## config.mk

```make
export PLATFORM = sky130hd
export DESIGN_NAME = elf_string_hash_slot_core
export DESIGN_NICKNAME = d
export VERILOG_FILES = /design/src/sv/esh_pkg.sv /design/src/sv/esh_front.sv /design/src/sv/esh_queue.sv /design/src/sv/esh_back.sv /design/src/sv/elf_string_hash_slot_core.sv
export SDC_FILE = /design/constraint.sdc
export NUM_CORES = 1
export LEC_CHECK = 0
export ABC_AREA = 1
export BUFFER_PORTS_ARGS = -buffer_cell sky130_fd_sc_hd__buf_2
export CAP_MARGIN = 10
export CORE_MARGIN = 2
export CORE_UTILIZATION = 40
export DETAILED_ROUTE_END_ITERATION = 16
export HOLD_SLACK_MARGIN = 0.05
export PLACE_DENSITY_LB_ADDON = 0.3
export SYNTH_ARGS = -nofsm -noshare
export SYNTH_HDL_FRONTEND = slang
export SYNTH_SLANG_ARGS = --single-unit
```

## constraint.sdc

```tcl
create_clock -name clk -period 4.49 [get_ports clk]
set_clock_uncertainty 0.1 [all_clocks]
set_input_delay 0.6735 -clock clk [delete_from_list [all_inputs] [get_ports clk]]
set_output_delay 0.6735 -clock clk [all_outputs]
set_load 0.05 [all_outputs]
```

## src/sv/esh_pkg.sv

```systemverilog
`timescale 1ns / 1ps
// ----------------------------------------------------------------------------
// esh_pkg
// Shared widths, register indexes and queue status type for the ELF string
// hash slot core.
// ----------------------------------------------------------------------------
package esh_pkg;

  localparam int BYTE_W   = 8;
  localparam int HASH_W   = 32;
  localparam int SLOT_W   = 21;   // slot_count register width
  localparam int IDX_W    = 20;   // slot_index output width
  localparam int CFG_IX_W = 2;
  localparam int STEP_W   = $clog2(HASH_W);

  // Configuration register indexes
  localparam logic [CFG_IX_W-1:0] CFG_SLOT_COUNT  = 2'd0;
  localparam logic [CFG_IX_W-1:0] CFG_SIGN_EXTEND = 2'd1;

  localparam logic [SLOT_W-1:0] SLOT_COUNT_RST = 21'd256;

  // Status of the hash queue between front and back
  typedef struct packed {
    logic full;
    logic empty;
  } esh_qstat_t;

endpackage

```

## src/sv/esh_front.sv

```systemverilog
`timescale 1ns / 1ps
// ----------------------------------------------------------------------------
// esh_front
// Byte intake: one ELF hash update per accepted nonzero byte; a zero byte
// pushes the finished hash into the queue and clears the accumulator.
// ----------------------------------------------------------------------------
module esh_front (
  input  logic                           clk,
  input  logic                           rst_n,
  input  logic                           sign_extend,
  input  logic                           in_valid,
  output logic                           in_stall,
  input  logic [esh_pkg::BYTE_W-1:0]     in_char_byte,
  input  esh_pkg::esh_qstat_t            q_stat,
  output logic                           q_push,
  output logic [esh_pkg::HASH_W-1:0]     q_wdata
);

  logic [esh_pkg::HASH_W-1:0] acc_r;
  logic [esh_pkg::HASH_W-1:0] acc_nxt;
  logic [esh_pkg::HASH_W-1:0] byte_wide;
  logic [esh_pkg::HASH_W-1:0] sum;
  logic [3:0]                 top;
  logic                       accept;

  assign in_stall = q_stat.full;
  assign accept   = in_valid && !in_stall;
  assign q_push   = accept && (in_char_byte == '0);
  assign q_wdata  = acc_r;

  // Widen, shift-add, then fold the top nibble down into bits 7:4 and clear it
  always_comb begin
    byte_wide = {{(esh_pkg::HASH_W-esh_pkg::BYTE_W){sign_extend && in_char_byte[7]}},
                 in_char_byte};
    sum       = {acc_r[esh_pkg::HASH_W-5:0], 4'b0000} + byte_wide;
    top       = sum[esh_pkg::HASH_W-1 -: 4];
    acc_nxt   = {4'b0000, sum[esh_pkg::HASH_W-5:0] ^ {20'd0, top, 4'b0000}};
  end

  always_ff @(posedge clk) begin
    if (!rst_n) begin
      acc_r <= '0;
    end else if (accept) begin
      if (in_char_byte == '0) begin
        acc_r <= '0;
      end else begin
        acc_r <= acc_nxt;
      end
    end
  end

endmodule

```

## src/sv/esh_queue.sv

```systemverilog
`timescale 1ns / 1ps
// ----------------------------------------------------------------------------
// esh_queue
// Short FIFO of finished hashes between the byte intake and the reducer.
// ----------------------------------------------------------------------------
module esh_queue #(
  parameter int DEPTH = 4
) (
  input  logic                           clk,
  input  logic                           rst_n,
  input  logic                           push,
  input  logic [esh_pkg::HASH_W-1:0]     wdata,
  input  logic                           pop,
  output logic [esh_pkg::HASH_W-1:0]     rdata,
  output esh_pkg::esh_qstat_t            stat
);

  localparam int PTR_W = (DEPTH > 1) ? $clog2(DEPTH) : 1;
  localparam int CNT_W = $clog2(DEPTH + 1);

  logic [esh_pkg::HASH_W-1:0] mem_r [DEPTH];
  logic [PTR_W-1:0]           wr_ptr_r;
  logic [PTR_W-1:0]           rd_ptr_r;
  logic [CNT_W-1:0]           cnt_r;
  logic [CNT_W-1:0]           cnt_nxt;

  assign stat.full  = (cnt_r == CNT_W'(DEPTH));
  assign stat.empty = (cnt_r == '0);
  assign rdata      = mem_r[rd_ptr_r];

  always_comb begin
    cnt_nxt = cnt_r;
    if (push && !pop) begin
      cnt_nxt = cnt_r + 1'b1;
    end else if (pop && !push) begin
      cnt_nxt = cnt_r - 1'b1;
    end
  end

  always_ff @(posedge clk) begin
    if (push) begin
      mem_r[wr_ptr_r] <= wdata;
    end
  end

  always_ff @(posedge clk) begin
    if (!rst_n) begin
      wr_ptr_r <= '0;
      rd_ptr_r <= '0;
      cnt_r    <= '0;
    end else begin
      cnt_r <= cnt_nxt;
      if (push) begin
        wr_ptr_r <= (wr_ptr_r == PTR_W'(DEPTH-1)) ? '0 : wr_ptr_r + 1'b1;
      end
      if (pop) begin
        rd_ptr_r <= (rd_ptr_r == PTR_W'(DEPTH-1)) ? '0 : rd_ptr_r + 1'b1;
      end
    end
  end

endmodule

```

## src/sv/esh_back.sv

```systemverilog
`timescale 1ns / 1ps
// ----------------------------------------------------------------------------
// esh_back
// Slot reducer: restoring remainder, one quotient bit per cycle, then an
// output register toward the result channel.
// ----------------------------------------------------------------------------
module esh_back (
  input  logic                           clk,
  input  logic                           rst_n,
  input  logic [esh_pkg::SLOT_W-1:0]     slot_count,
  input  esh_pkg::esh_qstat_t            q_stat,
  input  logic [esh_pkg::HASH_W-1:0]     q_rdata,
  output logic                           q_pop,
  output logic                           out_valid,
  input  logic                           out_stall,
  output logic [esh_pkg::IDX_W-1:0]      out_slot_index,
  output logic [esh_pkg::HASH_W-1:0]     out_raw_hash
);

  localparam logic [1:0] ST_IDLE = 2'd0;
  localparam logic [1:0] ST_DIV  = 2'd1;
  localparam logic [1:0] ST_LOAD = 2'd2;

  logic [1:0]                    state_r;
  logic [1:0]                    state_nxt;
  logic [esh_pkg::HASH_W-1:0]    dvd_r;
  logic [esh_pkg::HASH_W-1:0]    raw_r;
  logic [esh_pkg::SLOT_W-1:0]    div_r;
  logic [esh_pkg::SLOT_W-1:0]    rem_r;
  logic [esh_pkg::SLOT_W-1:0]    rem_nxt;
  logic [esh_pkg::STEP_W-1:0]    step_r;
  logic [esh_pkg::SLOT_W:0]      trial;
  logic                          out_valid_r;
  logic [esh_pkg::IDX_W-1:0]     out_slot_r;
  logic [esh_pkg::HASH_W-1:0]    out_hash_r;
  logic                          out_free;
  logic                          load;

  assign out_free       = !out_valid_r || !out_stall;
  assign q_pop          = (state_r == ST_IDLE) && !q_stat.empty;
  assign load           = (state_r == ST_LOAD) && out_free;
  assign out_valid      = out_valid_r;
  assign out_slot_index = out_slot_r;
  assign out_raw_hash   = out_hash_r;

  // One restoring step: bring down the next dividend bit, subtract if it fits
  always_comb begin
    trial = {rem_r, dvd_r[esh_pkg::HASH_W-1]};
    if (trial >= {1'b0, div_r}) begin
      rem_nxt = esh_pkg::SLOT_W'(trial - {1'b0, div_r});
    end else begin
      rem_nxt = trial[esh_pkg::SLOT_W-1:0];
    end
  end

  always_comb begin
    state_nxt = state_r;
    case (state_r)
      ST_IDLE: begin
        if (q_pop) state_nxt = ST_DIV;
      end
      ST_DIV: begin
        if (step_r == esh_pkg::STEP_W'(esh_pkg::HASH_W-1)) state_nxt = ST_LOAD;
      end
      ST_LOAD: begin
        if (out_free) state_nxt = ST_IDLE;
      end
      default: state_nxt = ST_IDLE;
    endcase
  end

  always_ff @(posedge clk) begin
    if (q_pop) begin
      dvd_r  <= q_rdata;
      raw_r  <= q_rdata;
      div_r  <= slot_count;
      rem_r  <= '0;
      step_r <= '0;
    end else if (state_r == ST_DIV) begin
      dvd_r  <= {dvd_r[esh_pkg::HASH_W-2:0], 1'b0};
      rem_r  <= rem_nxt;
      step_r <= step_r + 1'b1;
    end
    if (load) begin
      out_slot_r <= (div_r == '0) ? '0 : rem_r[esh_pkg::IDX_W-1:0];
      out_hash_r <= raw_r;
    end
  end

  always_ff @(posedge clk) begin
    if (!rst_n) begin
      state_r     <= ST_IDLE;
      out_valid_r <= 1'b0;
    end else begin
      state_r <= state_nxt;
      if (load) begin
        out_valid_r <= 1'b1;
      end else if (!out_stall) begin
        out_valid_r <= 1'b0;
      end
    end
  end

endmodule

```

## src/sv/elf_string_hash_slot_core.sv

```systemverilog
`timescale 1ns / 1ps
// ----------------------------------------------------------------------------
// elf_string_hash_slot_core
// ELF/PJW 32-bit string hash with reduction to a configurable slot count.
// ----------------------------------------------------------------------------
//
//  Channel | Direction | Handshake          | Payload
//  --------+-----------+--------------------+-------------------------------
//  in_     | input     | in_valid/in_stall  | in_char_byte[7:0]
//  out_    | output    | out_valid/out_stall| out_slot_index[19:0],
//          |           |                    | out_raw_hash[31:0]
//  cfg_    | input     | cfg_valid/cfg_ready| cfg_index[1:0], cfg_wdata[20:0]
//
//  Bytes enter at one per cycle unless in_stall holds them: the intake folds
//  each byte into the hash in the cycle it is accepted. A zero byte hands the
//  hash to a QUEUE_DEPTH-entry queue; the reducer pops it and takes each string
//  through a pop, 32 remainder steps and a load of the output register, so
//  short strings fill the queue, and in_stall rises while it is full.
//  Reset is synchronous on rst_n low; it clears the accumulator, queue,
//  reducer state and the registers to slot_count 256, sign extension on.
//  cfg_ready is always high; write configuration only while the core is idle.
//
module elf_string_hash_slot_core #(
  parameter int QUEUE_DEPTH = 4   // range 2 and up
) (
  input  logic                               clk,
  input  logic                               rst_n,
  // byte channel
  input  logic                               in_valid,
  output logic                               in_stall,
  input  logic [esh_pkg::BYTE_W-1:0]         in_char_byte,
  // result channel
  output logic                               out_valid,
  input  logic                               out_stall,
  output logic [esh_pkg::IDX_W-1:0]          out_slot_index,
  output logic [esh_pkg::HASH_W-1:0]         out_raw_hash,
  // configuration write channel
  input  logic                               cfg_valid,
  output logic                               cfg_ready,
  input  logic [esh_pkg::CFG_IX_W-1:0]       cfg_index,
  input  logic [esh_pkg::SLOT_W-1:0]         cfg_wdata
);

  logic [esh_pkg::SLOT_W-1:0] slot_count_r;
  logic                       sign_ext_r;
  esh_pkg::esh_qstat_t        q_stat;
  logic                       q_push;
  logic                       q_pop;
  logic [esh_pkg::HASH_W-1:0] q_wdata;
  logic [esh_pkg::HASH_W-1:0] q_rdata;

  // Configuration registers: every write is accepted at once and registered
  assign cfg_ready = 1'b1;

  always_ff @(posedge clk) begin
    if (!rst_n) begin
      slot_count_r <= esh_pkg::SLOT_COUNT_RST;
      sign_ext_r   <= 1'b1;
    end else if (cfg_valid && cfg_ready) begin
      case (cfg_index)
        esh_pkg::CFG_SLOT_COUNT:  slot_count_r <= cfg_wdata;
        esh_pkg::CFG_SIGN_EXTEND: sign_ext_r   <= cfg_wdata[0];
        default: ;  // drop writes to unused indexes
      endcase
    end
  end

  // Front: hash bytes, push finished strings
  esh_front u_front (
    .clk          (clk),
    .rst_n        (rst_n),
    .sign_extend  (sign_ext_r),
    .in_valid     (in_valid),
    .in_stall     (in_stall),
    .in_char_byte (in_char_byte),
    .q_stat       (q_stat),
    .q_push       (q_push),
    .q_wdata      (q_wdata)
  );

  // Queue: hold finished hashes so intake and reduction stall independently
  esh_queue #(
    .DEPTH (QUEUE_DEPTH)
  ) u_queue (
    .clk   (clk),
    .rst_n (rst_n),
    .push  (q_push),
    .wdata (q_wdata),
    .pop   (q_pop),
    .rdata (q_rdata),
    .stat  (q_stat)
  );

  // Back: reduce modulo slot_count (a zero count gives slot 0) and present the result
  esh_back u_back (
    .clk            (clk),
    .rst_n          (rst_n),
    .slot_count     (slot_count_r),
    .q_stat         (q_stat),
    .q_rdata        (q_rdata),
    .q_pop          (q_pop),
    .out_valid      (out_valid),
    .out_stall      (out_stall),
    .out_slot_index (out_slot_index),
    .out_raw_hash   (out_raw_hash)
  );

endmodule

```

* Word-level counts from Yosys, hierarchy flattened *
Memories as Yosys holds them, arrays and structs flattened. A register that Yosys moved wholly into a read port is not among the register bits.
Cells that the tools add are included.

operators by class
  add/sub/neg operators = 7
  magnitude comparators = 1
  equal/unequal tests = 11
  muxes and demuxes = 18
  bitwise gates (word level) = 1
  reductions and logical operators = 24

operator list
  cell                   count
  $mux W32               2
  $add A32 B32 Y32       1
  $mux W28               1
  $xor A28 B8 Y28        1
  $ge A22 B21 Y1         1
  $logic_not A21 Y1      1
  $mux W21               1
  $sub A21 B21 Y21       1
  $mux W2                7
  $logic_not A8 Y1       1
  $logic_and A1 B1 Y1    7
  $eq A2 B2 Y1 const B   3
  $logic_not A1 Y1       6
  $mux W3                2
  $ne A2 B1 Y1 const B   3
  $pmux W2 S3            1
  $add A5 B1 Y5 const B  1
  $eq A5 B5 Y1 const B   1
  $add A2 B1 Y2 const B  2
  $eq A2 B1 Y1 const B   2
  $logic_not A2 Y1       2
  $mux W1                4
  $reduce_and A2 Y1      2
  $reduce_bool A2 Y1     2
  7 further kinds        7

storage, ports and cells
  bits in registers = 227
  memory bits (writable) = 128
  bits of input ports = 36
  output and inout bits = 55
  memories = 1

memories
  name           words  width  rd ports  clocked after memory_dff  write ports  line             RTL
  u_queue.mem_r  4      32     1         1                         1            esh_queue.sv:21  logic [esh_pkg::HASH_W-1:0] mem_r [DEPTH];

* Logic depth before layout (Yosys ltp) *
Gate-level depths: netlist of the first run.

  depth in word-level cells = 8
  depth in mapped cells = 17

* Hierarchy *
From an unflattened synthesis of the first run, not the netlist that was laid out.

second synthesis, totals
  cell total of the unflattened synthesis = 1823
  area total of the unflattened synthesis = 16985.0 µm²

by module, submodules not included
  module                     instances  cells each  area each (µm²)  seq. area each (µm²)
  esh_back                   1          801         7737.4           4694.5
  esh_queue                  1          368         5235.0           4023.9
  esh_front                  1          509         3007.9           560.5
  elf_string_hash_slot_core  1          145         1004.7           440.4

* Worst setup path before layout of the first run *
OpenSTA, ideal clock, no wires.

  kind = input -> register
  start point = input out_stall
  end point = register u_back.out_hash_r (netlist bit u_back.out_raw_hash[0]) (enable)
  setup time = 454 ps
  arrival = 2826 ps
  slack = 1110 ps
  cell stages on the path = 3
  path buffers = 0
  path through = nand2_1 inv_1 nor2_1

on the way
  cells in the longest elaborated chain, start to end = 3

ends and longest elaborated chain
  element                 line                             RTL
  start: declaration      elf_string_hash_slot_core.sv:34  input logic out_stall,
  $logic_not A1 Y1        esh_back.sv:39                   assign out_free = !out_valid_r || !out_stall;
  $logic_or A1 B1 Y1      esh_back.sv:39
  $logic_and A1 B1 Y1     esh_back.sv:41                   assign load = (state_r == ST_LOAD) && out_free;
  named net u_back.load   esh_back.sv:37                   logic load;
  end signal: assignment  esh_back.sv:86                   out_hash_r <= raw_r;
  end: declaration        esh_back.sv:35                   logic [esh_pkg::HASH_W-1:0] out_hash_r;

The timed path passes the listed nets, and every way through them passes these cells.
A chain may end at the register's enable or synchronous reset.

* Worst setup path after layout of the first run *
  start point = register u_queue.cnt_r[2]
  end point = register u_front.acc_r (netlist bit u_front.q_wdata[13])

on the way
  cells in the longest elaborated chain, start to end = 3

ends and longest elaborated chain
  element                   line             RTL
  start: declaration        esh_queue.sv:24  logic [CNT_W-1:0] cnt_r;
  start signal: assignment  esh_queue.sv:52  cnt_r <= cnt_nxt;
  $eq A3 B3 Y1              esh_queue.sv:27  assign stat.full = (cnt_r == CNT_W'(DEPTH));
  $logic_not A1 Y1          esh_front.sv:27  assign accept = in_valid && !in_stall;
  $logic_and A1 B1 Y1       esh_front.sv:27
  end signal: assignment    esh_front.sv:47  acc_r <= acc_nxt;
  end: declaration          esh_front.sv:19  logic [esh_pkg::HASH_W-1:0] acc_r;

Every way passes these cells.

==> results of run 1 <==
==> cell usage in the layout (no fill, tap or decap), drive strengths merged, types with 2 or more instances in the layout <==
cell type  synthesis  layout
clkinv             0      12
a21oi             85      85
nand3             85      85
o22ai             27      27
o21bai            10      10
nor4               6       6
a31oi              5       5
a21boi             2       2
nor2             185     185
xor2              17      17
nand4             11      11
ha                34      34
inv              153     156
buf               20     101
nand2            354     354
a21o               4       4
clkbuf            43      47
edfxtp           241     241
o21a               2       2
dfxtp             88      88
nand3b             3       3
o21ai            135     135
xnor2             13      13
a41oi              8       8
fa                 3       3
nor3              15      15
bufinv             0       5
conb               2       5
a22oi              2       2
or2                2       2
==> power groups by stage <==
stage / combinational (mW) / sequential, mW / clock, mW
2_1_floorplan: 2.68 / 4.46 / 0
3_3_place_gp: 3.47 / 4.62 / 0
3_5_place_dp: 3.49 / 4.63 / 0
4_1_cts: 3.52 / 4.57 / 3.15
5_1_grt: 4.01 / 4.65 / 3.27
6_report: 3.50 / 4.58 / 3.08
==> worst max-delay path by stage <==
stage | from | end | slack, ns | cells after the start
6_report | u_queue.cnt_r[2] | u_front.q_wdata[13] | 1.65 | 9
5_1_grt | u_queue.cnt_r[2] | u_front.q_wdata[13] | 1.42 | 9
4_1_cts | u_queue.cnt_r[2] | u_front.q_wdata[13] | 1.61 | 9
3_5_place_dp | in_char_byte[7] | u_front.q_wdata[7] | 1.27 | 13
3_3_place_gp | in_char_byte[7] | u_front.q_wdata[7] | 1.33 | 13
2_1_floorplan | out_stall | u_back.out_raw_hash[0] | 1.11 | 3
==> per-stage QoR <==
stage               power, mW  hold WS [ns]  cell area (µm²)
floorplan               7.139        0.3003            15090
global placement        8.087        0.3051            15980
detailed placement      8.124        0.3045            15980
CTS                     11.24        0.2438            17240
global route            11.93        0.2472            17240
finish                  11.16        0.2568            17240
==> final cells by class <==
cell class	count	area [µm²]
Fill cell	3557	20160
Timing Repair Buffer	101	545.5
Inverter	153	574.3
Sequential cell	329	8999
Tap cell	511	639.4
Clock inverter	20	264.0
Clock buffer	47	994.7
Multi-Input combinational cell	1021	5221
==> cell families after synthesis <==
family	after synthesis	share of synthesized area (%)
buffers and inverters	216	5.967
AND/OR/NAND/NOR	664	18.70
flip-flops	329	59.68
adder cells (fa/ha/maj)	37	3.220
other	2	0.04981
AO/OA/AOI/OAI	285	10.46
XOR/XNOR	30	1.917
==> layer usage <==
layer	part of all wire, %	global-route usage [%]
met2	42	25.72
met3	6.1	3.304
met5	0	0
met1	50	26.63
met4	2.2	5.180
==> Yosys cell counts, types with 27 or more instances <==
master / number / share of area, %
a21oi_1: 83 / 2.8
clkbuf_1: 43 / 1.1
dfxtp_1: 88 / 12
edfxtp_1: 241 / 48
ha_1: 34 / 2.8
inv_1: 145 / 3.6
nand2_1: 335 / 8.3
nand3_1: 81 / 2.7
nor2_1: 176 / 4.4
o21ai_0: 132 / 4.4
o22ai_1: 27 / 1.1
==> worst max-delay path: cells and delay by family (launching register included) <==
family,cells,cell delay [ns]
and+or+nand+nor,3,0.65
buffers and inverters,3,1.13
DFF,1,0.38
AOI/OAI and AO/OA,3,0.40
==> sequential cells by signal (all words and copies together) (netlist names), named ones only <==
name,count
u_back.dvd_r,32
u_back.raw_r,28
u_back.div_r,21
u_back.out_slot_index,20
u_queue.wr_ptr_r,2
sign_ext_r,1
u_queue.mem_r,112
u_back.step_r,5
u_back.out_raw_hash,28
u_queue.cnt_r,3
u_back.state_r,2
u_queue.rd_ptr_r,2
slot_count_r,21
u_back.out_valid,1
u_front.q_wdata,28
u_back.rem_r,21
==> run metrics, run 1 <==
Core Footprint 37400 µm²; worst relative slew slack 20.57%; drt wl/cell 15.73 µm; crit end category register; Post CTS Setup Buffer Count 0; Initial Util 40.31%; Sum Neg Setup Slack 0 ns; RSZ-0062 raised after global routing false; Post-CTS Hold Buffers 0; critical path data arrival time 3.10 ns; WL final 34.32 mm; Clock Tree Root clkbuf_16; n_diodes 0; Synth cell types 53; Worst Reg-to-Reg Cells 9; die width 198.1 µm; combinational group share of total power 31.4%; Final setup viols 0; part of the cycle the worst path needs 63.29%; Crit Path Max Fanout 29; Pleak 7.119 nW; worst min path class in -> reg; slowest cell on the critical path inv_1; Reg-to-Reg Start u_queue.cnt_r[2]; via count 10900; clk_lat worst skew 0.54 ns; Seq pwr share 41.0%; Max Freq 351.9 MHz; DRC violation count after routing 0; CTS Sinks 329; Post-DRT Antenna Nets 0; fin util 46.09%; Worst-path clk slew 0.06 ns; Setup CP Type reg -> reg; Worst Hold Path EP slot_count_r[8]; Top FF cell, synth edfxtp_1; IO Pins 91; Post-CTS Resized 0; CTS tree done; post-DP HPWL 23.60 mm; num rows 71; VDD IR max 0.0002600 V; synthesized area 15080 µm²; Final Instance Count excl. Fillers 2182; final hold vios 0; H-Tree Depth 2; worst flop-to-flop path endpoint u_front.q_wdata[13]; Min-Delay Path Depth 3; dpl cells 2115; Worst Max-Slew Pin Slew 1.190 ns; ys async rst share 0%; clk buf depth 3; Mapped Cells 1563; worst reg2reg setup slack 1.65 ns; Congestion Overflow GR 0; Max Slew Vio Count 0; post-synthesis sequential area ratio 59.68%; antenna violations before repair 0; DR iter-0 viols 860; startpoint type of the worst setup path register; Buffers on Ports 85; Clk pwr share 27.6%; worst hold start cfg_wdata[8]; first-pass GRT wire length 54.41 mm; Seq cells post-synth 329; CP max stage delay 0.77 ns; largest net degree at the start of global routing 60; max_cap viols 0; worst-path cell chain inv_1 > nor3_1 > nor2_1 > inv_1 > nor2_1 > buf_4 > a21boi_0 > o21ai_0 > a21oi_1; synth warn 0; total CTS buffers 37; fraction of layout cells with a size suffix above 1 12.75%; final net count 1716; Net Sw Power 4.000 mW; Pint 7.161 mW; pre-CTS WS 1.272 ns; crit path time final 2.842 ns; area delta synth->final 14.33%; vias in the first global route 10000; total track usage 17.66%; Net Sw Frac 35.84%; PnR worst setup slack 1.648 ns; die extent in y 198.1 µm; Placer Congestion 0.8860; Pwr per Cell Area 647.4 nW/µm²; Post-synth EDFFs 241; Crit path required time 4.75 ns; DR vias/cell 4.995; status complete, no violations; Synth Area per Inst 9.646 µm²; drt first pass iters 5; die area 39260 µm²
(Power assumes the default switching activity.)
==> run 2, diff against run 1 <==
--- a/config.mk
+++ b/config.mk
@@ -5,7 +5,7 @@
 export SDC_FILE = /design/constraint.sdc
 export NUM_CORES = 1
 export LEC_CHECK = 0
-export ABC_AREA = 1
+export ABC_AREA = 0
 export BUFFER_PORTS_ARGS = -buffer_cell sky130_fd_sc_hd__buf_2
 export CAP_MARGIN = 10
 export CORE_MARGIN = 2
==> constraint.sdc (replaced) <==
create_clock -name clk -period 2.75 [get_ports clk]
set_clock_uncertainty 0.1 [all_clocks]
set_input_delay 0.4125 -clock clk [delete_from_list [all_inputs] [get_ports clk]]
set_output_delay 0.4125 -clock clk [all_outputs]
set_load 0.05 [all_outputs]
==> run 2 against run 1 <==
Compared with the run above: the run now ends with negative setup slack left; die area fell by 4.5%; wire length fell by 11%; maximum frequency is 2.3% higher; clock power up 53%; final area up 2.0%; critical path type unchanged; worst setup slack got worse by 1.7 ns; final cell count fell by 17%.
==> run metrics, run 2 <==
vias in the first global route 9185 (-8.2%); PnR worst setup slack -0.02714 ns (-1.676 ns); Post-synth EDFFs 241 (unchanged); Max Freq 360.1 MHz (+2.3%); Placer Congestion 0.9080 (+2.5%); CTS tree done; top post-synthesis cells by count edfxtp_1, nand2_1, dfxtp_1, o21ai_0, clkbuf_1; first-pass GRT wire length 49.29 mm (-9.4%); DR vias/cell 5.077 (+1.6%); Setup CP Type reg -> reg; Reg area 9001 µm² (about the same); via count 9220 (-15%); cell mode on critical path o31a_1; Reg-to-Reg Start u_back.div_r[0]; worst flop-to-flop path endpoint u_back.rem_r[20]; WL final 30.45 mm (-11%); Worst-path clk slew 0.06 ns (about the same); DR iter-0 viols 599 (-30%); Top reg by flops u_queue.mem_r; synth warn 0 (unchanged); worst-path cell chain ha_4 > fa_2 > nor2b_2 > o31a_1 > o31a_1 > nor2_4 > o21ai_2 > a211oi_2 > or2_4 > buf_6 > or3_1 > nand3_1; Worst Max-Slew Pin Slew 0.7694 ns (-0.4208 ns); Synth cell types 69 (+30%); slowest cell on the critical path edfxtp_1; Clock Tree Root clkbuf_16; delay-heaviest family, CP simple AND/OR/NAND/NOR gates; area delta synth->final 22.27%; DRC violation count after routing 0 (unchanged); Seq cells post-synth 329 (unchanged); die area 37490 µm² (-4.5%); RSZ-0062 raised after global routing true; Initial Util 40.54% (+0.22 points); critical path data arrival time 3.15 ns (+0.05 ns); total track usage 16.34% (-1.3 points); Final setup viols 4 (+4); pre-CTS WS -0.2311 ns (-1.503 ns); Synth Area per Inst 12.51 µm² (+30%); multi-input logic area 5245 µm² (+0.46%); die extent in y 193.6 µm (-2.3%); max_cap viols 0 (unchanged); worst reg2reg setup slack -0.03 ns (-1.68 ns); startpoint type of the worst setup path register; largest net degree at the start of global routing 67 (+12%); VDD IR max 0.0009279 V (+260%); Congestion Overflow GR 0 (unchanged); worst min path class in -> reg; crit path time final 2.777 ns (-0.06438 ns); n_diodes 0 (unchanged); status finished with violations; part of the cycle the worst path needs 101.0% (+38 points); top flop regs u_queue.mem_r: 112 flops, u_back.dvd_r: 32 flops; worst relative slew slack 48.71% (+28 points); fraction of layout cells with a size suffix above 1 25.02% (+12 points); final hold vios 0 (unchanged); Crit Path Max Fanout 7 (-76%); drt first pass iters 5 (unchanged); crit end category register; Mapped Cells 1150 (-26%); dpl cells 1728 (-18%); total CTS buffers 35 (-5.4%); IO Pins 91 (unchanged); Final Instance Count excl. Fillers 1816 (-17%); Worst Hold Path EP slot_count_r[7]; CP max stage delay 0.44 ns (-0.33 ns); Min-Delay Path Depth 3 (unchanged); H-Tree Depth 2 (unchanged); Hold WS 0.07329 ns (-0.1836 ns); max reg flops 112 (unchanged); Crit path required time 3.12 ns (-1.63 ns); failing checks negative setup slack; commonest non-fill, non-tap cells in the layout edfxtp_1, nand2_1, buf_4; num rows 69 (-2.8%); Pwr per Cell Area 1013 nW/µm² (+56%); Max Slew Vio Count 0 (unchanged); Pleak 6.669 nW (-6.3%); clk_lat worst skew 0.53 ns (about the same); drt wl/cell 16.77 µm (+6.6%); ys async rst share 0% (unchanged); Bufs and invs on worst path 1 (-2); Post-DRT Antenna Nets 0 (unchanged); CTS Sinks 329 (unchanged); post-synthesis sequential area ratio 62.56% (+2.9 points); most numerous cell in the Yosys netlist edfxtp_1; post-DP HPWL 20.67 mm (-12%); Core Footprint 35480 µm² (-5.1%); worst hold start cfg_wdata[7]; die width 193.6 µm (-2.3%); share of the synthesized area in the top cell type 50.31% (+2.3 points); commonest non-fill, non-tap cell in the layout edfxtp_1; synthesized area 14380 µm² (-4.6%); clk buf depth 3 (unchanged); antenna violations before repair 0 (unchanged); Top FF cell, synth edfxtp_1; Buffers on Ports 85 (unchanged); fillers 3071 (-14%); synth top area cells edfxtp_1, dfxtp_1, nand2_1, mux4_2, ha_1; Worst Reg-to-Reg Cells 12 (+3); final net count 1401 (-18%); Synth area leader edfxtp_1
==> run 2: cell types whose count changed in the layout (fill, tap and decap cells not counted), moves of 27 or more <==
cell     before  now
a21oi_1      83   19
buf_4        16   94
inv_1       144   31
mux4_2        0   28
nand2_1     335  189
nand3_1      81   21
nor2_1      171   33
nor2b_1       0   37
o21ai_0     132   30
o22ai_1      27    0
xnor2_1      13   41
==> run 2: repair_timing <==
item | 4_1_cts | 5_1_grt
hold buffers | 12 | 0
pin swaps | 14 | 34
endpoints found under the setup margin | 20 | 29
hold endpoints to repair | 12 | 0
buffers inserted | 5 | 7
gates resized for setup | 16 | 55
==> run 2: through the flow <==
stage | utilization (%) | power, mW | area [µm²] | setup TNS, ns
after floorplan | - | 10.98 | 14450 | -0.06794
after global placement | 45.00 | 12.73 | 15970 | -0.9428
after detailed placement | 45.00 | 12.84 | 15970 | -2.078
after CTS | 48.84 | 17.75 | 17330 | -0.5569
after global routing | 49.56 | 18.87 | 17590 | -1.910
final | 49.56 | 17.82 | 17590 | -0.05254
==> run 2: worst max path at each step <==
stage                           startpoint            endpoint  cells after the start
after floorplan           u_back.dvd_r[31]     u_back.rem_r[4]                     13
after global placement     in_char_byte[4]  u_front.q_wdata[4]                     12
after detailed placement   in_char_byte[4]  u_front.q_wdata[4]                     12
after CTS                 u_back.dvd_r[31]     u_back.rem_r[4]                     12
after global routing       u_back.div_r[7]     u_back.rem_r[4]                     11
final                      u_back.div_r[0]    u_back.rem_r[20]                     12
==> run 2: logic make-up after synthesis <==
group | share of synthesized area [%]
DFF | 62.56
xor gates and xnor gates | 3.288
buffers and inverters | 3.062
AOI/OAI and AO/OA | 8.568
and+or+nand+nor | 13.17
muxes | 5.924
other | 0.05221
adders and majority gates | 3.375
==> run 2: final cells by class <==
type / instances / share of cell area [%]
flip-flops and latches: 329 / 51.18
multi-input cells: 722 / 29.82
repair buffers: 203 / 8.302
clock buffers: 46 / 5.450
well taps: 461 / 3.280
clock inverters: 18 / 1.174
inverters: 37 / 0.7897
==> run 2: layer usage <==
layer  up-vias  share of wire [%]  GRT usage (%)
met5         -                  0              0
met3        42                4.6          2.818
met2       186                 46          25.94
met1      4456                 48          23.17
met4         0                1.9          4.580
li1       4536                  -              -
==> run 2: power by group <==
part | internal, mW | switching, mW | leakage [nW]
combinational | 2.44 | 3.30 | 3.13
clock | 2.85 | 1.87 | 0.572
sequential | 6.76 | 0.585 | 2.97
total | 12.1 | 5.76 | 6.67
==> run 2: worst register-to-register path: cells and delay by family (launching register included) <==
kind                       cells  cell delay (ns)
AOI/OAI and AO/OA              4             0.63
and+or+nand+nor                5             0.85
DFF                            1             0.44
adders and majority gates      2             0.55
buffers and inverters          1             0.15
